$ cat src/rtl/ttip_pkg.sv
package ttip_pkg;

  localparam int unsigned MaxLen     = 65535;
  localparam int unsigned CountW     = 16;
  localparam int unsigned AccW       = 64;
  localparam int unsigned BaseW      = 6;
  localparam int unsigned DigitW     = 6;
  localparam int unsigned ModeW      = 2;
  localparam int unsigned CfgIdxW    = 2;
  localparam int unsigned QueueDepth = 4;
  localparam int unsigned QueueAw    = $clog2(QueueDepth);

  localparam logic [CfgIdxW-1:0] CfgNumberBase = CfgIdxW'(0);
  localparam logic [CfgIdxW-1:0] CfgResultMode = CfgIdxW'(1);
  localparam logic [CfgIdxW-1:0] CfgMaxValue   = CfgIdxW'(2);

  localparam logic [ModeW-1:0] ModeRaw      = ModeW'(0);
  localparam logic [ModeW-1:0] ModeSigned   = ModeW'(1);
  localparam logic [ModeW-1:0] ModeUnsigned = ModeW'(2);

  localparam logic [BaseW-1:0]  BaseAuto    = BaseW'(0);
  localparam logic [BaseW-1:0]  BaseOne     = BaseW'(1);
  localparam logic [BaseW-1:0]  BaseMin     = BaseW'(2);
  localparam logic [BaseW-1:0]  BaseOct     = BaseW'(8);
  localparam logic [BaseW-1:0]  BaseDec     = BaseW'(10);
  localparam logic [BaseW-1:0]  BaseHex     = BaseW'(16);
  localparam logic [BaseW-1:0]  BaseMax     = BaseW'(36);
  localparam logic [DigitW-1:0] NotDigit    = '1;
  localparam logic [DigitW-1:0] HexLimit    = DigitW'(16);
  localparam logic [AccW-1:0]   MaxValueRst = {1'b0, {(AccW-1){1'b1}}};

  typedef struct packed {
    logic [7:0] text_byte;
    logic       slice_end;
  } in_word_t;

  typedef struct packed {
    logic [AccW-1:0]   number_out;
    logic [CountW-1:0] bytes_used;
    logic              is_negative;
    logic              did_overflow;
    logic              range_error;
    logic              found_digits;
  } out_word_t;

  typedef struct packed {
    logic [DigitW-1:0] digit;
    logic              is_space;
    logic              is_minus;
    logic              is_plus;
    logic              is_zero;
    logic              is_x;
    logic              last;
  } byte_class_t;

  typedef struct packed {
    logic [AccW-1:0]   value;
    logic [CountW-1:0] used;
    logic              neg;
    logic              ovf;
    logic              found;
  } slice_sum_t;

endpackage

$ cat src/rtl/ttip_front.sv
module ttip_front (
  input  logic                  in_valid_i,
  output logic                  in_ready_o,
  input  ttip_pkg::in_word_t    in_word_i,
  input  logic                  full_i,
  output logic                  push_o,
  output ttip_pkg::byte_class_t class_o
);

  logic [7:0] b;
  logic [7:0] lower;

  assign in_ready_o = !full_i;
  assign push_o     = in_valid_i && !full_i;

  always_comb begin
    b     = in_word_i.text_byte;
    lower = b | 8'h20;
    class_o.digit = ttip_pkg::NotDigit;
    if (b >= 8'h30 && b <= 8'h39) begin
      class_o.digit = ttip_pkg::DigitW'(b - 8'h30);
    end else if (lower >= 8'h61 && lower <= 8'h7a) begin
      class_o.digit = ttip_pkg::DigitW'(lower - 8'h57);
    end
    class_o.is_space = (b == 8'h20) || (b >= 8'h09 && b <= 8'h0d);
    class_o.is_minus = (b == 8'h2d);
    class_o.is_plus  = (b == 8'h2b);
    class_o.is_zero  = (b == 8'h30);
    class_o.is_x     = (lower == 8'h78);
    class_o.last     = in_word_i.slice_end;
  end

endmodule

$ cat src/rtl/ttip_queue.sv
module ttip_queue (
  input  logic                  clk_i,
  input  logic                  rst_ni,
  input  logic                  push_i,
  input  ttip_pkg::byte_class_t data_i,
  output logic                  full_o,
  input  logic                  pop_i,
  output logic                  valid_o,
  output ttip_pkg::byte_class_t data_o
);

  ttip_pkg::byte_class_t              mem_q [ttip_pkg::QueueDepth];
  logic [ttip_pkg::QueueAw-1:0]       wr_q;
  logic [ttip_pkg::QueueAw-1:0]       rd_q;
  logic [ttip_pkg::QueueAw:0]         cnt_q;

  assign full_o  = (cnt_q == (ttip_pkg::QueueAw+1)'(ttip_pkg::QueueDepth));
  assign valid_o = (cnt_q != '0);
  assign data_o  = mem_q[rd_q];

  always_ff @(posedge clk_i) begin
    if (push_i) begin
      mem_q[wr_q] <= data_i;
    end
  end

  always_ff @(posedge clk_i or negedge rst_ni) begin
    if (!rst_ni) begin
      wr_q  <= '0;
      rd_q  <= '0;
      cnt_q <= '0;
    end else begin
      if (push_i) begin
        wr_q <= wr_q + ttip_pkg::QueueAw'(1);
      end
      if (pop_i) begin
        rd_q <= rd_q + ttip_pkg::QueueAw'(1);
      end
      cnt_q <= cnt_q + (ttip_pkg::QueueAw+1)'(push_i) - (ttip_pkg::QueueAw+1)'(pop_i);
    end
  end

endmodule

$ cat src/rtl/ttip_back.sv
module ttip_back (
  input  logic                         clk_i,
  input  logic                         rst_ni,
  input  logic                         q_valid_i,
  input  ttip_pkg::byte_class_t        q_data_i,
  output logic                         q_pop_o,
  input  logic [ttip_pkg::BaseW-1:0]   number_base_i,
  output logic                         sum_valid_o,
  input  logic                         sum_ready_i,
  output ttip_pkg::slice_sum_t         sum_o
);

  localparam int unsigned ProdW = ttip_pkg::AccW + ttip_pkg::BaseW + 1;
  localparam logic [ttip_pkg::CountW:0] MaxLenW = (ttip_pkg::CountW+1)'(ttip_pkg::MaxLen);

  typedef enum logic [2:0] {
    PhWs,
    PhStart,
    PhZero,
    PhZx,
    PhDig,
    PhDone
  } phase_e;

  phase_e                        phase_q, ph, ph_d;
  logic [ttip_pkg::AccW-1:0]     acc_q, acc_d;
  logic [ttip_pkg::CountW-1:0]   idx_q, mark_q, mark_d, mark_step;
  logic [ttip_pkg::CountW:0]     idx_inc;
  logic [ttip_pkg::BaseW-1:0]    base_q, base, base_d, td_base;
  logic                          neg_q, neg_d, ovf_q, ovf_d, dig_q, dig_d;
  logic                          sum_v_q;
  ttip_pkg::slice_sum_t          sum_q, sum_d;
  ttip_pkg::byte_class_t         c;
  logic                          take, start, do_take, digit_ok, prod_ovf;
  logic [ProdW-1:0]              prod;

  assign c           = q_data_i;
  assign take        = q_valid_i && (!c.last || !sum_v_q || sum_ready_i);
  assign q_pop_o     = take;
  assign sum_valid_o = sum_v_q;
  assign sum_o       = sum_q;

  always_comb begin
    ph   = phase_q;
    base = base_q;
    if (phase_q == PhWs && idx_q == '0) begin
      base = number_base_i;
      if (base == ttip_pkg::BaseOne || base > ttip_pkg::BaseMax) begin
        ph = PhDone;
      end
    end

    idx_inc   = {1'b0, idx_q} + (ttip_pkg::CountW+1)'(1);
    mark_step = (idx_inc > MaxLenW) ? MaxLenW[ttip_pkg::CountW-1:0]
                                    : idx_inc[ttip_pkg::CountW-1:0];

    unique case (ph)
      PhWs, PhStart: td_base = (base == ttip_pkg::BaseAuto) ? ttip_pkg::BaseDec : base;
      PhZero:        td_base = (base == ttip_pkg::BaseAuto) ? ttip_pkg::BaseOct : base;
      PhZx:          td_base = ttip_pkg::BaseHex;
      default:       td_base = base;
    endcase

    prod     = ProdW'(acc_q) * ProdW'(td_base) + ProdW'(c.digit);
    prod_ovf = |prod[ProdW-1:ttip_pkg::AccW];
    digit_ok = (td_base >= ttip_pkg::BaseMin) && (td_base <= ttip_pkg::BaseMax)
               && (c.digit < td_base);

    ph_d    = ph;
    base_d  = base;
    acc_d   = acc_q;
    mark_d  = mark_q;
    neg_d   = neg_q;
    ovf_d   = ovf_q;
    dig_d   = dig_q;
    start   = 1'b0;
    do_take = 1'b0;

    unique case (ph)
      PhWs: begin
        if (c.is_space) begin
          ph_d = PhWs;
        end else if (c.is_minus || c.is_plus) begin
          neg_d = c.is_minus;
          ph_d  = PhStart;
        end else begin
          start = 1'b1;
        end
      end
      PhStart: start = 1'b1;
      PhZero: begin
        if (c.is_x) begin
          ph_d = PhZx;
        end else begin
          base_d  = td_base;
          dig_d   = 1'b1;
          do_take = 1'b1;
        end
      end
      PhZx: begin
        if (c.digit < ttip_pkg::HexLimit) begin
          base_d  = ttip_pkg::BaseHex;
          do_take = 1'b1;
        end else begin
          dig_d = 1'b1;
          ph_d  = PhDone;
        end
      end
      PhDig: do_take = 1'b1;
      default: ph_d = ph;
    endcase

    if (start) begin
      if ((base == ttip_pkg::BaseAuto || base == ttip_pkg::BaseHex) && c.is_zero) begin
        mark_d = mark_step;
        ph_d   = PhZero;
      end else begin
        base_d  = td_base;
        do_take = 1'b1;
      end
    end

    if (do_take) begin
      if (!digit_ok) begin
        ph_d = PhDone;
      end else begin
        if (prod_ovf) begin
          ovf_d = 1'b1;
        end else begin
          acc_d = prod[ttip_pkg::AccW-1:0];
        end
        dig_d  = 1'b1;
        mark_d = mark_step;
        ph_d   = PhDig;
      end
    end

    if (ph_d == PhZero || ph_d == PhZx) begin
      sum_d.found = 1'b1;
    end else begin
      sum_d.found = dig_d;
    end
    sum_d.value = '0;
    sum_d.used  = '0;
    sum_d.neg   = 1'b0;
    sum_d.ovf   = 1'b0;
    if (sum_d.found) begin
      sum_d.value = ovf_d ? '1 : acc_d;
      sum_d.used  = mark_d;
      sum_d.neg   = neg_d;
      sum_d.ovf   = ovf_d;
    end
  end

  always_ff @(posedge clk_i or negedge rst_ni) begin
    if (!rst_ni) begin
      phase_q <= PhWs;
      acc_q   <= '0;
      idx_q   <= '0;
      mark_q  <= '0;
      base_q  <= '0;
      neg_q   <= 1'b0;
      ovf_q   <= 1'b0;
      dig_q   <= 1'b0;
      sum_v_q <= 1'b0;
      sum_q   <= '0;
    end else begin
      if (sum_ready_i) begin
        sum_v_q <= 1'b0;
      end
      if (take) begin
        if (c.last) begin
          phase_q <= PhWs;
          acc_q   <= '0;
          idx_q   <= '0;
          mark_q  <= '0;
          base_q  <= '0;
          neg_q   <= 1'b0;
          ovf_q   <= 1'b0;
          dig_q   <= 1'b0;
          sum_v_q <= 1'b1;
          sum_q   <= sum_d;
        end else begin
          phase_q <= ph_d;
          acc_q   <= acc_d;
          idx_q   <= mark_step;
          mark_q  <= mark_d;
          base_q  <= base_d;
          neg_q   <= neg_d;
          ovf_q   <= ovf_d;
          dig_q   <= dig_d;
        end
      end
    end
  end

endmodule

$ cat src/rtl/ttip_result.sv
module ttip_result (
  input  logic                        clk_i,
  input  logic                        rst_ni,
  input  logic                        sum_valid_i,
  output logic                        sum_ready_o,
  input  ttip_pkg::slice_sum_t        sum_i,
  input  logic [ttip_pkg::ModeW-1:0]  mode_i,
  input  logic [ttip_pkg::AccW-1:0]   max_value_i,
  input  logic [ttip_pkg::AccW-1:0]   max_plus1_i,
  output logic                        out_valid_o,
  input  logic                        out_ready_i,
  output ttip_pkg::out_word_t         out_word_o
);

  logic                          c_v_q, out_v_q;
  logic                          out_free, c_free;
  logic [ttip_pkg::AccW-1:0]     lim, val_d, val_q;
  logic                          range_d, negate_d, negate_q;
  ttip_pkg::slice_sum_t          sum_q;
  logic                          range_q;
  ttip_pkg::out_word_t           out_q;

  assign out_free    = !out_v_q || out_ready_i;
  assign c_free      = !c_v_q || out_free;
  assign sum_ready_o = c_free;
  assign out_valid_o = out_v_q;
  assign out_word_o  = out_q;

  always_comb begin
    lim      = sum_i.neg ? max_plus1_i : max_value_i;
    val_d    = sum_i.value;
    range_d  = 1'b0;
    negate_d = 1'b0;
    if (mode_i == ttip_pkg::ModeSigned) begin
      range_d  = sum_i.ovf || (sum_i.value > lim);
      val_d    = range_d ? lim : sum_i.value;
      negate_d = sum_i.neg;
    end else if (mode_i == ttip_pkg::ModeUnsigned) begin
      range_d  = sum_i.ovf || (sum_i.value > max_value_i);
      val_d    = range_d ? max_value_i : sum_i.value;
      negate_d = sum_i.neg && !range_d;
    end
  end

  always_ff @(posedge clk_i or negedge rst_ni) begin
    if (!rst_ni) begin
      c_v_q    <= 1'b0;
      out_v_q  <= 1'b0;
      val_q    <= '0;
      negate_q <= 1'b0;
      range_q  <= 1'b0;
      sum_q    <= '0;
      out_q    <= '0;
    end else begin
      if (c_free) begin
        c_v_q <= sum_valid_i;
        if (sum_valid_i) begin
          val_q    <= val_d;
          negate_q <= negate_d;
          range_q  <= range_d;
          sum_q    <= sum_i;
        end
      end
      if (out_free) begin
        out_v_q <= c_v_q;
        if (c_v_q) begin
          out_q.number_out   <= negate_q ? ('0 - val_q) : val_q;
          out_q.bytes_used   <= sum_q.used;
          out_q.is_negative  <= sum_q.neg;
          out_q.did_overflow <= sum_q.ovf;
          out_q.range_error  <= range_q;
          out_q.found_digits <= sum_q.found;
        end
      end
    end
  end

endmodule

$ cat src/rtl/text_to_integer_parser.sv
// channel  | handshake                 | word
// ---------+---------------------------+-----------------------------------------
// in       | in_valid_i / in_ready_o   | in_word_i: one text byte, slice_end flag
// out      | out_valid_o / out_ready_i | out_word_o: one result per slice
// cfg      | cfg_we_i (no wait)        | cfg_idx_i selects, cfg_data_i holds value
//
// Takes one byte every cycle while the queue is not full; the parse step is
// one 64x6 multiply-add per byte. A slice's result passes the queue, the parse
// sum register, clamp compare and negate, then holds until taken.
// The four-entry queue between classifier and parser absorbs output stalls.
// Reset is asynchronous, active low, and needs no clearing pass.
module text_to_integer_parser (
  input  logic                          clk_i,
  input  logic                          rst_ni,
  input  logic                          cfg_we_i,
  input  logic [ttip_pkg::CfgIdxW-1:0]  cfg_idx_i,
  input  logic [ttip_pkg::AccW-1:0]     cfg_data_i,
  input  logic                          in_valid_i,
  output logic                          in_ready_o,
  input  ttip_pkg::in_word_t            in_word_i,
  output logic                          out_valid_o,
  input  logic                          out_ready_i,
  output ttip_pkg::out_word_t           out_word_o
);

  logic [ttip_pkg::BaseW-1:0]  number_base_q;
  logic [ttip_pkg::ModeW-1:0]  result_mode_q;
  logic [ttip_pkg::AccW-1:0]   max_value_q;
  logic [ttip_pkg::AccW-1:0]   max_plus1_q;

  ttip_pkg::byte_class_t       fr_class, q_data;
  logic                        push, full, q_valid, q_pop;
  ttip_pkg::slice_sum_t        sum;
  logic                        sum_valid, sum_ready;

  always_ff @(posedge clk_i or negedge rst_ni) begin
    if (!rst_ni) begin
      number_base_q <= ttip_pkg::BaseDec;
      result_mode_q <= ttip_pkg::ModeRaw;
      max_value_q   <= ttip_pkg::MaxValueRst;
      max_plus1_q   <= ttip_pkg::MaxValueRst + ttip_pkg::AccW'(1);
    end else if (cfg_we_i) begin
      unique case (cfg_idx_i)
        ttip_pkg::CfgNumberBase: number_base_q <= cfg_data_i[ttip_pkg::BaseW-1:0];
        ttip_pkg::CfgResultMode: result_mode_q <= cfg_data_i[ttip_pkg::ModeW-1:0];
        ttip_pkg::CfgMaxValue: begin
          max_value_q <= cfg_data_i;
          max_plus1_q <= cfg_data_i + ttip_pkg::AccW'(1);
        end
        default: max_value_q <= max_value_q;
      endcase
    end
  end

  ttip_front u_front (
    .in_valid_i (in_valid_i),
    .in_ready_o (in_ready_o),
    .in_word_i  (in_word_i),
    .full_i     (full),
    .push_o     (push),
    .class_o    (fr_class)
  );

  ttip_queue u_queue (
    .clk_i   (clk_i),
    .rst_ni  (rst_ni),
    .push_i  (push),
    .data_i  (fr_class),
    .full_o  (full),
    .pop_i   (q_pop),
    .valid_o (q_valid),
    .data_o  (q_data)
  );

  ttip_back u_back (
    .clk_i         (clk_i),
    .rst_ni        (rst_ni),
    .q_valid_i     (q_valid),
    .q_data_i      (q_data),
    .q_pop_o       (q_pop),
    .number_base_i (number_base_q),
    .sum_valid_o   (sum_valid),
    .sum_ready_i   (sum_ready),
    .sum_o         (sum)
  );

  ttip_result u_result (
    .clk_i       (clk_i),
    .rst_ni      (rst_ni),
    .sum_valid_i (sum_valid),
    .sum_ready_o (sum_ready),
    .sum_i       (sum),
    .mode_i      (result_mode_q),
    .max_value_i (max_value_q),
    .max_plus1_i (max_plus1_q),
    .out_valid_o (out_valid_o),
    .out_ready_i (out_ready_i),
    .out_word_o  (out_word_o)
  );

endmodule

$ cat config.mk
export PLATFORM = sky130hd
export DESIGN_NAME = text_to_integer_parser
export DESIGN_NICKNAME = d
export VERILOG_FILES = /design/src/rtl/ttip_pkg.sv /design/src/rtl/ttip_front.sv /design/src/rtl/ttip_queue.sv /design/src/rtl/ttip_back.sv /design/src/rtl/ttip_result.sv /design/src/rtl/text_to_integer_parser.sv
export SDC_FILE = /design/constraint.sdc
export NUM_CORES = 2
export LEC_CHECK = 0
export BUFFER_PORTS_ARGS = -buffer_cell sky130_fd_sc_hd__buf_2
export CORE_MARGIN = 5
export CORE_UTILIZATION = 65
export CTS_BUF_LIST = sky130_fd_sc_hd__clkbuf_4
export DETAILED_ROUTE_END_ITERATION = 16
export PLACE_DENSITY_LB_ADDON = 0.15
export SETUP_SLACK_MARGIN = 0.4
export SYNTH_ARGS = -nofsm -noshare
export SYNTH_HDL_FRONTEND = slang
export SYNTH_HIERARCHICAL = 1
export SYNTH_SLANG_ARGS = --single-unit
export TNS_END_PERCENT = 50
$ cat constraint.sdc
create_clock -name clk_i -period 18.25 [get_ports clk_i]
set_input_delay 4.5625 -clock clk_i [delete_from_list [all_inputs] [get_ports clk_i]]
set_output_delay 4.5625 -clock clk_i [all_outputs]
set_load 0.05 [all_outputs]
==> flow_metrics.py <==
metrics = {
    "setup_path": {
        "startpoint_type": "flop",
        "crit_slowest_cell": "nor4_4",
        "reg2reg_slack_ps": 8200,
        "cp_data_arrival_time_ps": 10910,
        "critPathRequiredTime_ps": 19110,
        "r2r-end": "u_back/acc_q[29]",
        "rr_startpoint": "u_back/idx_q[12]",
        "cp-end-kind": "flop",
        "worstSetupPathType": "flop to flop",
        "crit_fanout": 66,
        "r2r.worst_path.cells": 31,
        "critPathMaxStageDelay_ps": 790,
    },
    "min_path": {
        "worstHoldPathType": "flop to flop",
        "hp-start": "u_back/sum_o[0]",
        "holdPathStages": 2,
        "min_to": "u_result/sum_q[0]",
    },
    "clocking": {
        "clock_tree.root_cell": "clkbuf_4",
        "cts_setup_buffers": 0,
        "clockBufferDepth": 3,
        "cts_max_level": 4,
        "cts_tree": "done",
        "cts_made_buffers": 148,
        "clock_latency_ps": 970,
        "cts_sinks": 554,
        "cts_hold_buf": 0,
        "path_clk_slew_ps": 60,
        "cts_resized": 0,
    },
    "run_status": {
        "status": "completed",
    },
    "die": {
        "dieWidth_um": 273,
        "die_h_um": 273,
        "initial_core_util": 0.654,
        "coreArea_um2": 68600,
        "die-area_um2": 74400,
        "rows": 96,
        "io_pins": 166,
    },
    "global_route": {
        "grt_pass1_vias": 36800,
        "grt_max_degree": 160,
        "grt_pass1_wl_um": 202000,
        "grt.total_usage": 0.338,
        "antenna_found_initial": 7,
        "gr-total-overflow": 0,
    },
    "timing": {
        "rsz0062_at_grt": "false",
        "slew_viol_final": 0,
        "hold_violations": 0,
        "setup_viol": 0,
        "relSlewSlack": 0.148,
        "min_period_ps": 10050,
        "finalCritPeriodShare": 0.551,
        "timing.fmax_ghz": 0.0995,
        "worstMarginPinSlew_ps": 1270,
        "fin_tns_setup_ps": 0,
        "skew_ps": 62.9,
    },
    "detailed_routing": {
        "drc": 0,
        "first_pass_iters": 8,
        "wl_per_cell_um": 21.5,
        "drt_iter0_drc": 3552,
        "detail-route-antenna-nets": 0,
        "routed_wl_um": 126000,
        "vias": 37300,
        "avgViaCountPerCell": 6.38,
    },
    "finish": {
        "drive_gt1_frac": 0.131,
        "nets": 5434,
        "instances_no_fill": 5847,
        "final_common_cell": "nand2_1",
        "stdcell_area_um2": 48000,
        "most-common-layout-cells": "nand2_1 (625), dfrtp_1 (437), and2_1 (339)",
        "fill_cells": 5424,
        "syn2layout_area_growth_pct": 6.96,
    },
    "pwr": {
        "power_per_cell_area_nw_per_um2": 140,
        "power_w": 0.00671,
        "p_leak_nw": 22.1,
        "vdd_ir_drop_max_mv": 0.183,
    },
    "placed_design": {
        "dpl.hpwl_um": 91700,
        "io_buffers": 165,
        "gp_congestion": 0.956,
        "dp_cells": 5581,
        "dpl-instance-area_um2": 46000,
    },
    "yosys": {
        "synth_warnings": 6,
        "ys_async_sr_fraction": 0.913,
        "synth_ff_type": "dfrtp_1",
        "syn_inst": 4740,
        "synth_cell_types": 114,
        "syn_area_um2": 44900,
        "seq_area_frac_synth": 0.316,
        "synth-edff-count": 48,
        "ys_ff_latch": 554,
        "syn_nets": 5374,
        "synth_area_per_cell_um2": 9.47,
    },
    "run": {
        "cap_violations": 0,
    },
}
[final cells by class]
type | instances | area (um^2) | area share
antenna | 5 | 12.5 | 0.000261
clock buffer | 226 | 1700 | 0.0353
clock inverter | 35 | 270 | 0.00563
inverter | 158 | 593 | 0.0124
multi-input combinational | 3736 | 28900 | 0.603
sequential | 554 | 14200 | 0.296
tap | 931 | 1160 | 0.0243
timing repair buffer | 202 | 1130 | 0.0235
[per-layer routing]
metal | GRT usage | part of all wire
met5 | 0 | 0.00021
met3 | 0.0791 | 0.10
met2 | 0.519 | 0.45
met1 | 0.474 | 0.42
met4 | 0.120 | 0.035
[worst max-delay path by stage]
stage,start,to,slack [ps],cells past startpoint
after CTS,u_back/idx_q[12],u_back/acc_q[29],8410,31
after global placement,u_back/idx_q[11],u_back/acc_q[22],8680,31
after detailed placement,u_back/idx_q[11],u_back/acc_q[32],8490,31
after global routing,u_back/idx_q[12],u_back/acc_q[29],7550,31
final,u_back/idx_q[12],u_back/acc_q[29],8200,31
after floorplan,u_back/idx_q[0],u_back/sum_o[49],10370,30
[cells by family (layout without fill, tap and decap cells)]
kind of cell,count (synthesis),in the layout,share of synthesized area
multiplexers,188,188,0.0465
flip-flops,554,554,0.316
adder cells (fa/ha/maj),554,554,0.197
AO/OA/AOI/OAI,1097,1097,0.161
AND/OR/NAND/NOR,1715,1715,0.203
buffers and inverters,450,621,0.0416
XOR/XNOR,182,182,0.0355
other,0,5,0
[state kept, by name, summed over array words and instances, names as in the netlist, 19 cells and up]
name / count
u_result/out_word_o: 84
u_queue/mem_q: 48
max_plus1_q: 64
u_result/val_q: 64
u_back/acc_q: 64
u_result/sum_q: 19
max_value_q: 64
u_back/sum_o: 83
[power breakdown]
group | internal (W) | switching [W]
logic | 0.00112 | 0.00234
clock network | 0.000612 | 0.000534
registers | 0.00162 | 0.000481
total | 0.00335 | 0.00335
[critical path: cells and delay by family, from the launching register on]
kind | cells | cell delay, ps
buffers and inverters | 7 | 1920
AOI/OAI and AO/OA | 10 | 2430
DFF | 1 | 460
and+or+nand+nor | 9 | 2600
adders and majority gates | 5 | 2370
[metrics by stage]
step	worst slack [ps]	hold WS [ps]	utilization
2_1_floorplan	10370	438	-
3_3_place_gp	8680	450	0.671
3_5_place_dp	8490	458	0.671
4_1_cts	8410	460	0.700
5_1_grt	7550	480	0.700
6_report	8200	458	0.700
[cells in the mapped netlist (all sizes together) (70+ instances only)]
cell type / number / area, um^2
xnor2: 80 / 701
inv: 157 / 589
nand4: 88 / 569
clkbuf: 223 / 848
nor4: 98 / 679
o31ai: 86 / 697
nand2: 629 / 2360
nor2b: 79 / 494
and2: 341 / 2130
mux2i: 144 / 1440
xor2: 102 / 893
a21oi: 169 / 850
nor2: 135 / 519
nand3: 70 / 360
a211oi: 79 / 593
dfrtp: 440 / 11000
ha: 301 / 3770
a22o: 102 / 893
o21ai: 387 / 1940
fa: 253 / 5060
Power figures use the tool's default switching activity.
